**src/design/wsfd_pkg.sv**
```systemverilog
// ----------------------------------------------------------------------------
// wsfd_pkg
// shared types and constants of the websocket frame deframer
// ----------------------------------------------------------------------------
package wsfd_pkg;

    localparam int LENGTH_BITS = 64;
    localparam int CMP_W       = (LENGTH_BITS > 32) ? LENGTH_BITS : 32;
    localparam int QUEUE_DEPTH = 2;
    localparam int QPTR_W      = $clog2(QUEUE_DEPTH);
    localparam int QCNT_W      = $clog2(QUEUE_DEPTH + 1);

    // opcodes of the first header byte
    localparam logic [3:0] OP_CONT  = 4'h0;
    localparam logic [3:0] OP_TEXT  = 4'h1;
    localparam logic [3:0] OP_BIN   = 4'h2;
    localparam logic [3:0] OP_CLOSE = 4'h8;
    localparam logic [3:0] OP_PING  = 4'h9;
    localparam logic [3:0] OP_PONG  = 4'hA;

    // frame kinds
    localparam logic [2:0] KIND_TEXT  = 3'd0;
    localparam logic [2:0] KIND_BIN   = 3'd1;
    localparam logic [2:0] KIND_CLOSE = 3'd2;
    localparam logic [2:0] KIND_PING  = 3'd3;
    localparam logic [2:0] KIND_PONG  = 3'd4;

    // error codes
    localparam logic [1:0] ERR_NONE  = 2'd0;
    localparam logic [1:0] ERR_PROTO = 2'd1;
    localparam logic [1:0] ERR_SIZE  = 2'd2;

    // length codes
    localparam logic [6:0] LEN_CODE_16 = 7'h7E;
    localparam logic [6:0] LEN_CODE_64 = 7'h7F;

    // configuration register indexes
    localparam logic [7:0] CFG_SERVER_MODE  = 8'd0;
    localparam logic [7:0] CFG_LENGTH_LIMIT = 8'd1;

    typedef enum logic [2:0] {
        PH_HEAD,
        PH_LEN,
        PH_EXLEN,
        PH_KEY,
        PH_DATA
    } wsfd_phase_t;

    // classified item passed from the parser to the output side
    typedef struct packed {
        logic [7:0] rx_byte;
        logic [7:0] key_byte;
        logic       payload_valid;
        logic       frame_done;
        logic [2:0] frame_kind;
        logic       final_bit;
        logic [1:0] error_code;
    } wsfd_item_t;

endpackage

```
**src/design/wsfd_front.sv**
```systemverilog
// ----------------------------------------------------------------------------
// wsfd_front
// frame parser: takes one byte per cycle unless the queue is full, tracks
// header, length, key and payload position and classifies each byte into a result item
// ----------------------------------------------------------------------------
module wsfd_front
    import wsfd_pkg::*;
(
    input  logic        aclk,
    input  logic        aresetn,
    input  logic        in_valid,
    output logic        in_ready,
    input  logic [7:0]  in_byte,
    input  logic        cfg_valid,
    input  logic [7:0]  cfg_index,
    input  logic [31:0] cfg_data,
    input  logic        queue_full,
    output logic        push,
    output wsfd_item_t  push_item
);

    wsfd_phase_t            phase_reg, phase_next;
    logic [2:0]             kind_reg, kind_next;
    logic                   fin_reg, fin_next;
    logic                   masked_reg, masked_next;
    logic [6:0]             code_reg, code_next;
    logic [LENGTH_BITS-1:0] plen_reg, plen_next;
    logic [3:0]             lcnt_reg, lcnt_next;
    logic [31:0]            key_reg, key_next;
    logic [2:0]             kcnt_reg, kcnt_next;
    logic [LENGTH_BITS-1:0] pcnt_reg, pcnt_next;
    logic                   server_mode_reg;
    logic [31:0]            limit_reg;

    logic                   accept;
    logic [LENGTH_BITS-1:0] pcnt_inc;
    logic [CMP_W-1:0]       plen_ext;
    logic [CMP_W-1:0]       limit_ext;
    logic                   size_err;
    logic [7:0]             key_sel;
    logic                   pvalid;
    logic                   done;
    logic [1:0]             err;

    assign in_ready  = !queue_full;
    assign accept    = in_valid && !queue_full;
    assign pcnt_inc  = pcnt_reg + LENGTH_BITS'(1);
    assign plen_ext  = CMP_W'(plen_reg);
    assign limit_ext = CMP_W'(limit_reg);
    assign size_err  = (plen_ext >= limit_ext);

    always_comb begin
        case (pcnt_reg[1:0])
            2'd0:    key_sel = key_reg[31:24];
            2'd1:    key_sel = key_reg[23:16];
            2'd2:    key_sel = key_reg[15:8];
            default: key_sel = key_reg[7:0];
        endcase
    end

    always_comb begin
        phase_next  = phase_reg;
        kind_next   = kind_reg;
        fin_next    = fin_reg;
        masked_next = masked_reg;
        code_next   = code_reg;
        plen_next   = plen_reg;
        lcnt_next   = lcnt_reg;
        key_next    = key_reg;
        kcnt_next   = kcnt_reg;
        pcnt_next   = pcnt_reg;
        pvalid      = 1'b0;
        done        = 1'b0;
        err         = ERR_NONE;
        case (phase_reg)
            PH_HEAD: begin
                lcnt_next = '0;
                plen_next = '0;
                key_next  = '0;
                kcnt_next = '0;
                pcnt_next = '0;
                fin_next  = in_byte[7];
                case (in_byte[3:0])
                    OP_CONT:  kind_next = kind_reg;
                    OP_TEXT:  kind_next = KIND_TEXT;
                    OP_BIN:   kind_next = KIND_BIN;
                    OP_CLOSE: kind_next = KIND_CLOSE;
                    OP_PING:  kind_next = KIND_PING;
                    OP_PONG:  kind_next = KIND_PONG;
                    default:  err       = ERR_PROTO;
                endcase
                if (err == ERR_NONE) begin
                    phase_next = PH_LEN;
                end
            end
            PH_LEN: begin
                masked_next = in_byte[7];
                code_next   = in_byte[6:0];
                if (server_mode_reg && !in_byte[7]) begin
                    err        = ERR_PROTO;
                    phase_next = PH_HEAD;
                end else if (in_byte[6:0] < LEN_CODE_16) begin
                    plen_next = LENGTH_BITS'(in_byte[6:0]);
                    if (in_byte[7]) begin
                        phase_next = PH_KEY;
                    end else if (in_byte[6:0] == 7'd0) begin
                        done       = 1'b1;
                        phase_next = PH_HEAD;
                    end else begin
                        phase_next = PH_DATA;
                    end
                end else begin
                    phase_next = PH_EXLEN;
                end
            end
            PH_EXLEN: begin
                lcnt_next = lcnt_reg + 4'd1;
                plen_next = {plen_reg[LENGTH_BITS-9:0], in_byte};
                if ((code_reg == LEN_CODE_16 && lcnt_next == 4'd2) ||
                    (code_reg == LEN_CODE_64 && lcnt_next == 4'd8)) begin
                    if (masked_reg) begin
                        phase_next = PH_KEY;
                    end else if (plen_next == '0) begin
                        done       = 1'b1;
                        phase_next = PH_HEAD;
                    end else begin
                        phase_next = PH_DATA;
                    end
                end
            end
            PH_KEY: begin
                key_next  = {key_reg[23:0], in_byte};
                kcnt_next = kcnt_reg + 3'd1;
                if (kcnt_next[2]) begin
                    if (plen_reg == '0) begin
                        done       = 1'b1;
                        phase_next = PH_HEAD;
                    end else begin
                        phase_next = PH_DATA;
                    end
                end
            end
            PH_DATA: begin
                if (size_err) begin
                    err        = ERR_SIZE;
                    phase_next = PH_HEAD;
                end else begin
                    pvalid    = 1'b1;
                    pcnt_next = pcnt_inc;
                    if (pcnt_inc == plen_reg) begin
                        done       = 1'b1;
                        phase_next = PH_HEAD;
                    end
                end
            end
            default: begin
                phase_next = PH_HEAD;
            end
        endcase
    end

    assign push                    = accept;
    assign push_item.rx_byte       = in_byte;
    assign push_item.key_byte      = masked_reg ? key_sel : 8'd0;
    assign push_item.payload_valid = pvalid;
    assign push_item.frame_done    = done;
    assign push_item.frame_kind    = kind_next;
    assign push_item.final_bit     = fin_next;
    assign push_item.error_code    = err;

    always_ff @(posedge aclk) begin
        if (!aresetn) begin
            phase_reg  <= PH_HEAD;
            kind_reg   <= KIND_TEXT;
            fin_reg    <= 1'b0;
            masked_reg <= 1'b0;
            code_reg   <= '0;
            plen_reg   <= '0;
            lcnt_reg   <= '0;
            key_reg    <= '0;
            kcnt_reg   <= '0;
            pcnt_reg   <= '0;
        end else if (accept) begin
            phase_reg  <= phase_next;
            kind_reg   <= kind_next;
            fin_reg    <= fin_next;
            masked_reg <= masked_next;
            code_reg   <= code_next;
            plen_reg   <= plen_next;
            lcnt_reg   <= lcnt_next;
            key_reg    <= key_next;
            kcnt_reg   <= kcnt_next;
            pcnt_reg   <= pcnt_next;
        end
    end

    always_ff @(posedge aclk) begin
        if (!aresetn) begin
            server_mode_reg <= 1'b0;
            limit_reg       <= 32'hFFFF_FFFF;
        end else if (cfg_valid) begin
            if (cfg_index == CFG_SERVER_MODE) begin
                server_mode_reg <= cfg_data[0];
            end else if (cfg_index == CFG_LENGTH_LIMIT) begin
                limit_reg <= cfg_data;
            end
        end
    end

endmodule

```
**src/design/wsfd_queue.sv**
```systemverilog
// ----------------------------------------------------------------------------
// wsfd_queue
// short item queue between parser and output stage
// ----------------------------------------------------------------------------
module wsfd_queue
    import wsfd_pkg::*;
(
    input  logic       aclk,
    input  logic       aresetn,
    input  logic       push,
    input  wsfd_item_t push_item,
    output logic       full,
    input  logic       pop,
    output logic       not_empty,
    output wsfd_item_t pop_item
);

    wsfd_item_t        mem [QUEUE_DEPTH];
    logic [QPTR_W-1:0] wr_ptr_reg;
    logic [QPTR_W-1:0] rd_ptr_reg;
    logic [QCNT_W-1:0] count_reg;

    assign full      = (count_reg == QCNT_W'(QUEUE_DEPTH));
    assign not_empty = (count_reg != '0);
    assign pop_item  = mem[rd_ptr_reg];

    always_ff @(posedge aclk) begin
        if (push) begin
            mem[wr_ptr_reg] <= push_item;
        end
    end

    always_ff @(posedge aclk) begin
        if (!aresetn) begin
            wr_ptr_reg <= '0;
            rd_ptr_reg <= '0;
            count_reg  <= '0;
        end else begin
            if (push) begin
                wr_ptr_reg <= (wr_ptr_reg == QPTR_W'(QUEUE_DEPTH - 1)) ? '0
                                                                        : wr_ptr_reg + QPTR_W'(1);
            end
            if (pop) begin
                rd_ptr_reg <= (rd_ptr_reg == QPTR_W'(QUEUE_DEPTH - 1)) ? '0
                                                                        : rd_ptr_reg + QPTR_W'(1);
            end
            if (push && !pop) begin
                count_reg <= count_reg + QCNT_W'(1);
            end else if (pop && !push) begin
                count_reg <= count_reg - QCNT_W'(1);
            end
        end
    end

endmodule

```
**src/design/wsfd_back.sv**
```systemverilog
// ----------------------------------------------------------------------------
// wsfd_back
// output stage: unmasks payload bytes and holds the result item until taken
// ----------------------------------------------------------------------------
module wsfd_back
    import wsfd_pkg::*;
(
    input  logic       aclk,
    input  logic       aresetn,
    input  logic       in_valid,
    input  wsfd_item_t in_item,
    output logic       pop,
    output logic       m_tvalid,
    input  logic       m_tready,
    output logic [7:0] m_tdata,
    output logic       m_tlast,
    output logic [6:0] m_tuser
);

    logic       valid_reg;
    logic [7:0] data_reg;
    logic       last_reg;
    logic [6:0] user_reg;
    logic [7:0] data_next;

    assign pop       = in_valid && (!valid_reg || m_tready);
    assign data_next = in_item.payload_valid ? (in_item.rx_byte ^ in_item.key_byte) : 8'd0;

    always_ff @(posedge aclk) begin
        if (!aresetn) begin
            valid_reg <= 1'b0;
        end else if (pop) begin
            valid_reg <= 1'b1;
        end else if (m_tready) begin
            valid_reg <= 1'b0;
        end
    end

    always_ff @(posedge aclk) begin
        if (pop) begin
            data_reg <= data_next;
            last_reg <= in_item.frame_done;
            user_reg <= {in_item.error_code, in_item.final_bit, in_item.frame_kind,
                         in_item.payload_valid};
        end
    end

    assign m_tvalid = valid_reg;
    assign m_tdata  = data_reg;
    assign m_tlast  = last_reg;
    assign m_tuser  = user_reg;

endmodule

```
**src/design/websocket_frame_deframer.sv**
```systemverilog
// ----------------------------------------------------------------------------
// websocket_frame_deframer
// byte-serial websocket frame parser with payload unmasking
//
// channel   | direction | contents
// s_        | in        | tdata[7:0] rx_byte
// m_        | out       | tdata[7:0] payload_byte, tlast frame_done,
//           |           | tuser[0] payload_valid, [3:1] frame_kind,
//           |           | [4] final_bit, [6:5] error_code
// cfg_      | in        | index 0 server_mode, index 1 length_limit
//
// one item per cycle sustained while m_tready holds; each byte is parsed in the
// cycle it is taken, and its result is registered in a two-entry queue and
// then in the output register
// aresetn is synchronous; no clearing pass, the block takes items right away
// s_tready drops only when the queue is full under an m_tready stall
// ----------------------------------------------------------------------------
module websocket_frame_deframer
    import wsfd_pkg::*;
(
    input  logic        aclk,
    input  logic        aresetn,
    input  logic        s_tvalid,
    output logic        s_tready,
    input  logic [7:0]  s_tdata,    // [7:0] rx_byte
    output logic        m_tvalid,
    input  logic        m_tready,
    output logic [7:0]  m_tdata,    // [7:0] payload_byte
    output logic        m_tlast,
    output logic [6:0]  m_tuser,    // [0] payload_valid, [3:1] frame_kind,
                                    // [4] final_bit, [6:5] error_code
    input  logic        cfg_valid,
    output logic        cfg_ready,
    input  logic [7:0]  cfg_index,
    input  logic [31:0] cfg_data
);

    logic       push;
    wsfd_item_t push_item;
    logic       full;
    logic       pop;
    logic       not_empty;
    wsfd_item_t pop_item;

    assign cfg_ready = 1'b1;

    wsfd_front u_front (
        .aclk       (aclk),
        .aresetn    (aresetn),
        .in_valid   (s_tvalid),
        .in_ready   (s_tready),
        .in_byte    (s_tdata),
        .cfg_valid  (cfg_valid),
        .cfg_index  (cfg_index),
        .cfg_data   (cfg_data),
        .queue_full (full),
        .push       (push),
        .push_item  (push_item)
    );

    wsfd_queue u_queue (
        .aclk      (aclk),
        .aresetn   (aresetn),
        .push      (push),
        .push_item (push_item),
        .full      (full),
        .pop       (pop),
        .not_empty (not_empty),
        .pop_item  (pop_item)
    );

    wsfd_back u_back (
        .aclk     (aclk),
        .aresetn  (aresetn),
        .in_valid (not_empty),
        .in_item  (pop_item),
        .pop      (pop),
        .m_tvalid (m_tvalid),
        .m_tready (m_tready),
        .m_tdata  (m_tdata),
        .m_tlast  (m_tlast),
        .m_tuser  (m_tuser)
    );

endmodule

```
**config.mk**
```make
export PLATFORM = sky130hd
export DESIGN_NAME = websocket_frame_deframer
export DESIGN_NICKNAME = d
export VERILOG_FILES = /design/src/design/wsfd_pkg.sv /design/src/design/wsfd_front.sv /design/src/design/wsfd_queue.sv /design/src/design/wsfd_back.sv /design/src/design/websocket_frame_deframer.sv
export SDC_FILE = /design/constraint.sdc
export NUM_CORES = 1
export LEC_CHECK = 0
export BUFFER_PORTS_ARGS = -buffer_cell sky130_fd_sc_hd__buf_2
export CAP_MARGIN = 10
export CORE_ASPECT_RATIO = 1.25
export CORE_MARGIN = 4
export CORE_UTILIZATION = 31
export CTS_CLUSTER_SIZE = 8
export DETAILED_ROUTE_END_ITERATION = 7
export REMOVE_ABC_BUFFERS = 1
export SETUP_SLACK_MARGIN = 0.3
export SYNTH_ARGS = -nofsm -noshare
export SYNTH_HDL_FRONTEND = slang
export SYNTH_SLANG_ARGS = --single-unit
```
**constraint.sdc**
```tcl
create_clock -name aclk -period 4.4 [get_ports aclk]
set_clock_uncertainty 0.05 [all_clocks]
set_input_delay 0.22 -clock aclk [delete_from_list [all_inputs] [get_ports aclk]]
set_output_delay 0.22 -clock aclk [all_outputs]
set_load 0.02 [all_outputs]
```
==> results of run 1 <==
-- through the flow --
| stage | instance area (um^2) | worst slack [ns] |
|---|---|---|
| 2_1_floorplan | 15000 | 0.206 |
| 3_3_place_gp | 16600 | 0.551 |
| 3_5_place_dp | 16600 | 0.457 |
| 4_1_cts | 18200 | 0.445 |
| 5_1_grt | 18200 | 0.309 |
| 6_report | 18200 | 0.393 |
-- final cells by class --
type	instances	share of cell area (%)
clock buffers	58	6.15
clock inverters	4	0.357
inverters	48	1.00
multi-input cells	1354	46.5
flip-flops and latches	285	34.8
well taps	651	4.47
repair buffers	171	6.74
-- routing by layer --
layer / GRT usage [%] / routed length (um) / vias to the layer above
met5: 0 / 0 / -
met4: 8.30 / 2430 / 0
met3: 3.28 / 3670 / 148
met2: 32.6 / 26300 / 612
met1: 23.3 / 21300 / 7148
li1: - / - / 6881
-- cell families after synthesis --
kind of cell,synth area share [%]
DFF,40.8
adders and majority gates,3.30
AOI/OAI and AO/OA,16.8
buffers and inverters,4.91
muxes,0.973
other,0.0241
xor gates and xnor gates,7.15
and+or+nand+nor,26.0
-- worst max path at each step --
stage | start | slack (ns) | to | cells past startpoint
floorplan | u_front.plen_ext[9] | 0.21 | u_front.pcnt_reg[36] | 10
global placement | u_front.pcnt_reg[5] | 0.55 | u_queue.mem[0][6] | 8
detailed placement | u_front.pcnt_reg[5] | 0.46 | u_queue.mem[0][6] | 8
CTS | u_front.pcnt_reg[5] | 0.44 | u_queue.mem[0][6] | 8
global route | u_front.pcnt_reg[5] | 0.31 | u_queue.mem[0][6] | 10
finish | u_front.pcnt_reg[5] | 0.39 | u_front.phase_reg[2] | 10
-- power breakdown --
group          internal [uW]  total (uW)  switching (uW)
logic                    390        1420            1030
clock network           1770        2960            1190
registers               2940        3060             115
total                   5100        7440            2340
-- cells in the final DEF, fill, tap and decap left out, drive strengths merged, types with 7 or more instances in the layout --
cell / instances
inv: 50
dlygate4sd3: 39
ha: 41
xnor2: 76
and3: 18
mux2: 9
nand2: 203
nand4: 57
or4: 26
a21oi: 122
clkbuf: 58
a211oi: 13
or3: 18
nand3: 170
o311ai: 8
nor4: 51
dfxtp: 221
and4: 13
and2: 19
o21ai: 48
a31oi: 20
o2111ai: 18
a22oi: 36
nor3: 36
nor2: 119
o211ai: 42
o22ai: 7
xor2: 51
a222oi: 8
edfxtp: 64
a21o: 13
buf: 132
nor2b: 10
nand2b: 10
-- worst reg2reg max path, stage by stage, from the launching register on --
cell and delay [ns]:
dfxtp_1 0.52, nand4_2 0.29, or4_1 0.68, buf_4 0.23, nor4_1 0.56, nand4_1 0.28, xnor2_1 0.34, nor4b_1 0.36
nand4_1 0.17, o311ai_1 0.34, nand2_1 0.07
-- repair_timing --
action / 4_1_cts / 5_1_grt
hold buffers: 37 / 2
endpoints found under the setup margin: 0 / 1
setup buffers: 0 / 1
endpoints found under the hold margin: 47 / 3
-- synthesized netlist by cell type (6+ instances only) --
master,n
dfxtp_1,221
nand2_1,203
nand3_1,169
a21oi_1,122
clkbuf_1,120
nor2_1,119
xnor2_1,76
edfxtp_1,64
nand4_1,55
xor2_1,51
inv_1,48
nor4_1,47
o21ai_0,46
o211ai_1,42
ha_1,41
a22oi_1,36
nor3_1,35
or4_1,23
a31oi_1,20
and2_1,19
o2111ai_1,18
and3_1,17
buf_2,17
or3_1,17
a211oi_1,13
a21o_1,13
and4_1,13
nand2b_1,10
nor2b_1,10
buf_1,9
mux2_2,9
a222oi_1,8
o22ai_1,7
o311ai_0,7
nor3b_1,6
o21a_1,6
o41ai_1,6
==> impl_metrics.toml, run 1 <==
[run_status]
status = "finished clean"

[clock_network]
cts-buffers-inserted = 42
htreeDepth = 2
clockRootBuffer = "clkbuf_16"
insertion_delay_ns = 0.56
cts.sinks = 285
cts_resized = 0
cts_buffer_depth = 3
cts_tree = "done"
clk_pin_slew_worst_paths_ns = 0.05

[sta]
fin_crit_sh_pct = 91.1
max_freq_mhz = 250
setup_viol = 0
rsz0062_at_grt = "false"
finalMaxSlewViolations = 0
worstMarginPinSlew_ns = 1.04
slew_headroom_pct = 30.5
whs_ns = 0.0200
finalSetupTns_ns = 0
finalHoldViolations = 0
fin_crit_ns = 4.01

[synthesis]
syn_area_um2 = 15600
ys.flop_type = "dfxtp_1"
postSynthAreaPerCell_um2 = 8.48
synthCells = 1835
synth.largest_area_cell = "dfxtp_1"
async_flop_share_pct = 0
netlist.area_leader.share_pct = 28.4
yosys_warnings = 0
yosysSeqAreaShare_pct = 40.8
synth-seq-cells = 285
yosys-top-cells-area = "dfxtp_1 28%, edfxtp_1 12%, nand3_1 5.4%, nand2_1 4.9%, xnor2_1 4.3%"
ys_types = 86
synth_edf_count = 64

[finish]
multi_input_area_um2 = 8470
final_nets = 1996
fillCellCount = 5005
final_cells = 2571
syn_to_final_growth_pct = 17.1
drive_gt1_share_pct = 11.7
seqCellArea_um2 = 6350
n_antenna_cell = 0
fin_util_pct = 36.8

[worst_setup_path]
cp.required_ns = 4.78
crit_arrival_ns = 4.38
crit_chain = "nand4_2 -> or4_1 -> buf_4 -> nor4_1 -> nand4_1 -> xnor2_1 -> nor4b_1 -> nand4_1 -> o311ai_1 -> nand2_1"
reg2reg_slack_ns = 0.39
slowest_delay_ns = 0.68
worstPathBufferInverterCount = 1
crit_slowest_cell = "or4_1"
endpoint_kind = "flip-flop"
worstReg2RegEnd = "u_front.phase_reg[2]"
critPathMaxFanout = 10
path_delay_family = "simple AND/OR/NAND/NOR gates"
cp_common_cell = "nand4_1"
start_kind = "flip-flop"
crit_type = "flip-flop to flip-flop"
r2r_cells = 10
regToRegStartpoint = "u_front.pcnt_reg[5]"

[floorplan]
rows = 91
floorplan.die_area_um2 = 53900
coreArea_um2 = 49500
ios = 72
start_util_pct = 31.4
die_x_um = 208
die_h_um = 258

[placement]
dp_hpwl_um = 37900
place_congestion = 1.01
dp.cells = 2468
numPortBuffers = 70

[routing]
dr.pass1.iters = 6
drcViolationCount = 0
wl_um = 53700
ant_nets = 0
drt_iter0_markers = 1345
wl_per_cell_um = 20.9
vias = 14800
viasPerCell = 5.75

[hold_path]
hp-start = "cfg_index[0]"
holdPathEnd = "u_front.server_mode_reg"
hold_class = "primary input to flip-flop"
min_delay_path_depth = 4

[run]
drv_cap = 0

[power]
p_total_uw = 7440
vdd_drop_max_mv = 0.311
leakagePower_uw = 0.00686
p_per_area_nw_per_um2 = 408

[grt]
antenna_found_initial = 0
gr-total-overflow = 0
grt_first_pass_wirelength_um = 82400
grt_max_degree = 78
grt_pass1_vias = 14100
grt.total_usage_pct = 18.9
Power figures use the tool's default switching activity.
==> run 2, diff against run 1 <==
Settings changed: CELL_PAD_IN_SITES_DETAIL_PLACEMENT set to 0, CELL_PAD_IN_SITES_GLOBAL_PLACEMENT set to 1, PLACE_DENSITY_LB_ADDON set to 0.1.
==> run 2 against run 1 <==
  * Sequential power hardly changed
  * Register-to-register slack improved by 0.13 ns
  * Via count down 2.3%
  * Critical path type unchanged
==> impl_metrics.toml, run 2 (synthesis results as in run 1) <==
[worst_setup_path]
cp.required_ns = 4.70
endpoint_kind = "flip-flop"
crit_arrival_ns = 4.18
crit_type = "flip-flop to flip-flop"
start_kind = "flip-flop"
critPathMaxFanout = 11

[routing]
drt_iter0_markers = 999
viasPerCell = 5.61
dr.pass1.iters = 5
wl_per_cell_um = 22.8
wl_um = 58700
drcViolationCount = 0
ant_nets = 0
vias = 14400

[clock_network]
clockRootBuffer = "clkbuf_16"
insertion_delay_ns = 0.57
postCtsSetupBuffers = 0
clk_pin_slew_worst_paths_ns = 0.06
cts-buffers-inserted = 41
cts.sinks = 285
cts_tree = "done"
cts_buffer_depth = 3
htreeDepth = 2

[finish]
syn_to_final_growth_pct = 17.5
layout_common_cells = "221 x dfxtp_1, 202 x nand2_1, 169 x nand3_1"
final_cells = 2576
n_antenna_cell = 0
drive_gt1_share_pct = 11.9
layout_commonest_cell = "dfxtp_1"
design_area_um2 = 18300
final_nets = 2003

[sta]
worstMarginPinSlew_ns = 0.998
slew_headroom_pct = 33.1
fin_crit_ns = 3.87
max_freq_mhz = 258
finalSetupTns_ns = 0
fin_crit_sh_pct = 88.1
finalMaxSlewViolations = 0
rsz0062_at_grt = "true"
setup_viol = 0
finalHoldViolations = 0
layout_setup_ws_ns = 0.525

[grt]
grt_pass1_vias = 13900
grt.total_usage_pct = 21.0
grtUsageMet2_pct = 36.0
grt_max_degree = 112
antenna_found_initial = 0
gr-total-overflow = 0
grt.met1_usage_pct = 26.5
grt_first_pass_wirelength_um = 88300
use_met3_pct = 3.80
grt-busiest-layer = "met2"

[placement]
dpl_cell_area_um2 = 16700
dp.cells = 2473
place_congestion = 0.945
numPortBuffers = 70
dp_hpwl_um = 41700
pre_cts_ws_ns = 0.267

[floorplan]
ios = 72
die_x_um = 208
die_h_um = 258
coreArea_um2 = 49500
start_util_pct = 31.4
floorplan.die_area_um2 = 53900
rows = 91

[run_status]
status = "finished clean"

[power]
p_total_uw = 7420
leakagePower_uw = 0.00686
p_per_area_nw_per_um2 = 406
vdd_drop_max_mv = 0.243

[hold_path]
hold_class = "primary input to flip-flop"

[run]
drv_cap = 0
[run 2: report_power, final]
| group | total [uW] | internal, uW | switching, uW |
|---|---|---|---|
| logic | 1480 | 421 | 1060 |
| clock network | 2880 | 1700 | 1180 |
| registers | 3060 | 2940 | 121 |
| total | 7420 | 5060 | 2360 |
[run 2: per-stage QoR]
step	hold WS (ns)	util [%]
after global placement	0.391	33.7
after detailed placement	0.399	33.7
final	0.0243	36.9
after floorplan	0.259	-
after CTS	0.00149	36.9
after global routing	0.0263	36.9
[run 2: repair_timing]
action / 4_1_cts / 5_1_grt
gates resized for setup: 1 / 2
hold endpoints to repair: 54 / 0
hold buffers: 44 / 0
setup endpoints to repair: 2 / 3
[run 2: final cells by class]
| type | instances | area, um^2 |
|---|---|---|
| Multi-Input combinational cell | 1354 | 8490 |
| Clock buffer | 56 | 1080 |
| Inverter | 48 | 185 |
| Fill cell | 5165 | 31200 |
| Sequential cell | 285 | 6350 |
| Timing Repair Buffer | 179 | 1320 |
| Clock inverter | 3 | 41.3 |
| Tap cell | 651 | 815 |
[run 2: worst paths after layout]
| kind | depth (start not counted) | endpoint | slack (ns) | startpoint |
|---|---|---|---|---|
| max | 8 | u_queue.mem[0][6] | 0.53 | u_front.pcnt_reg[4] |
| min | 2 | u_front.limit_reg[24] | 0.02 | aresetn |
| max reg2reg | 8 | u_queue.mem[0][6] | 0.53 | u_front.pcnt_reg[4] |
| min reg2reg | 2 | u_front.fin_reg | 0.40 | u_front.fin_reg |
[run 2: worst max-delay path: stages (launching register included)]
cell and delay, ns:
dfxtp_1 0.54, nand4_2 0.29, or4_4 0.65, or4_4 0.59, nor4_2 0.37, xnor2_1 0.23, nand4_1 0.12, or4_1 0.55
o31ai_2 0.28
[run 2: per-layer routing]
| layer | routed length, um | vias up | part of all wire [%] |
|---|---|---|---|
| met4 | 2220 | 0 | 3.8 |
| met3 | 3140 | 105 | 5.3 |
| met5 | 0 | - | 0 |
| met2 | 28600 | 398 | 49 |
| li1 | - | 6908 | - |
| met1 | 24800 | 7035 | 42 |
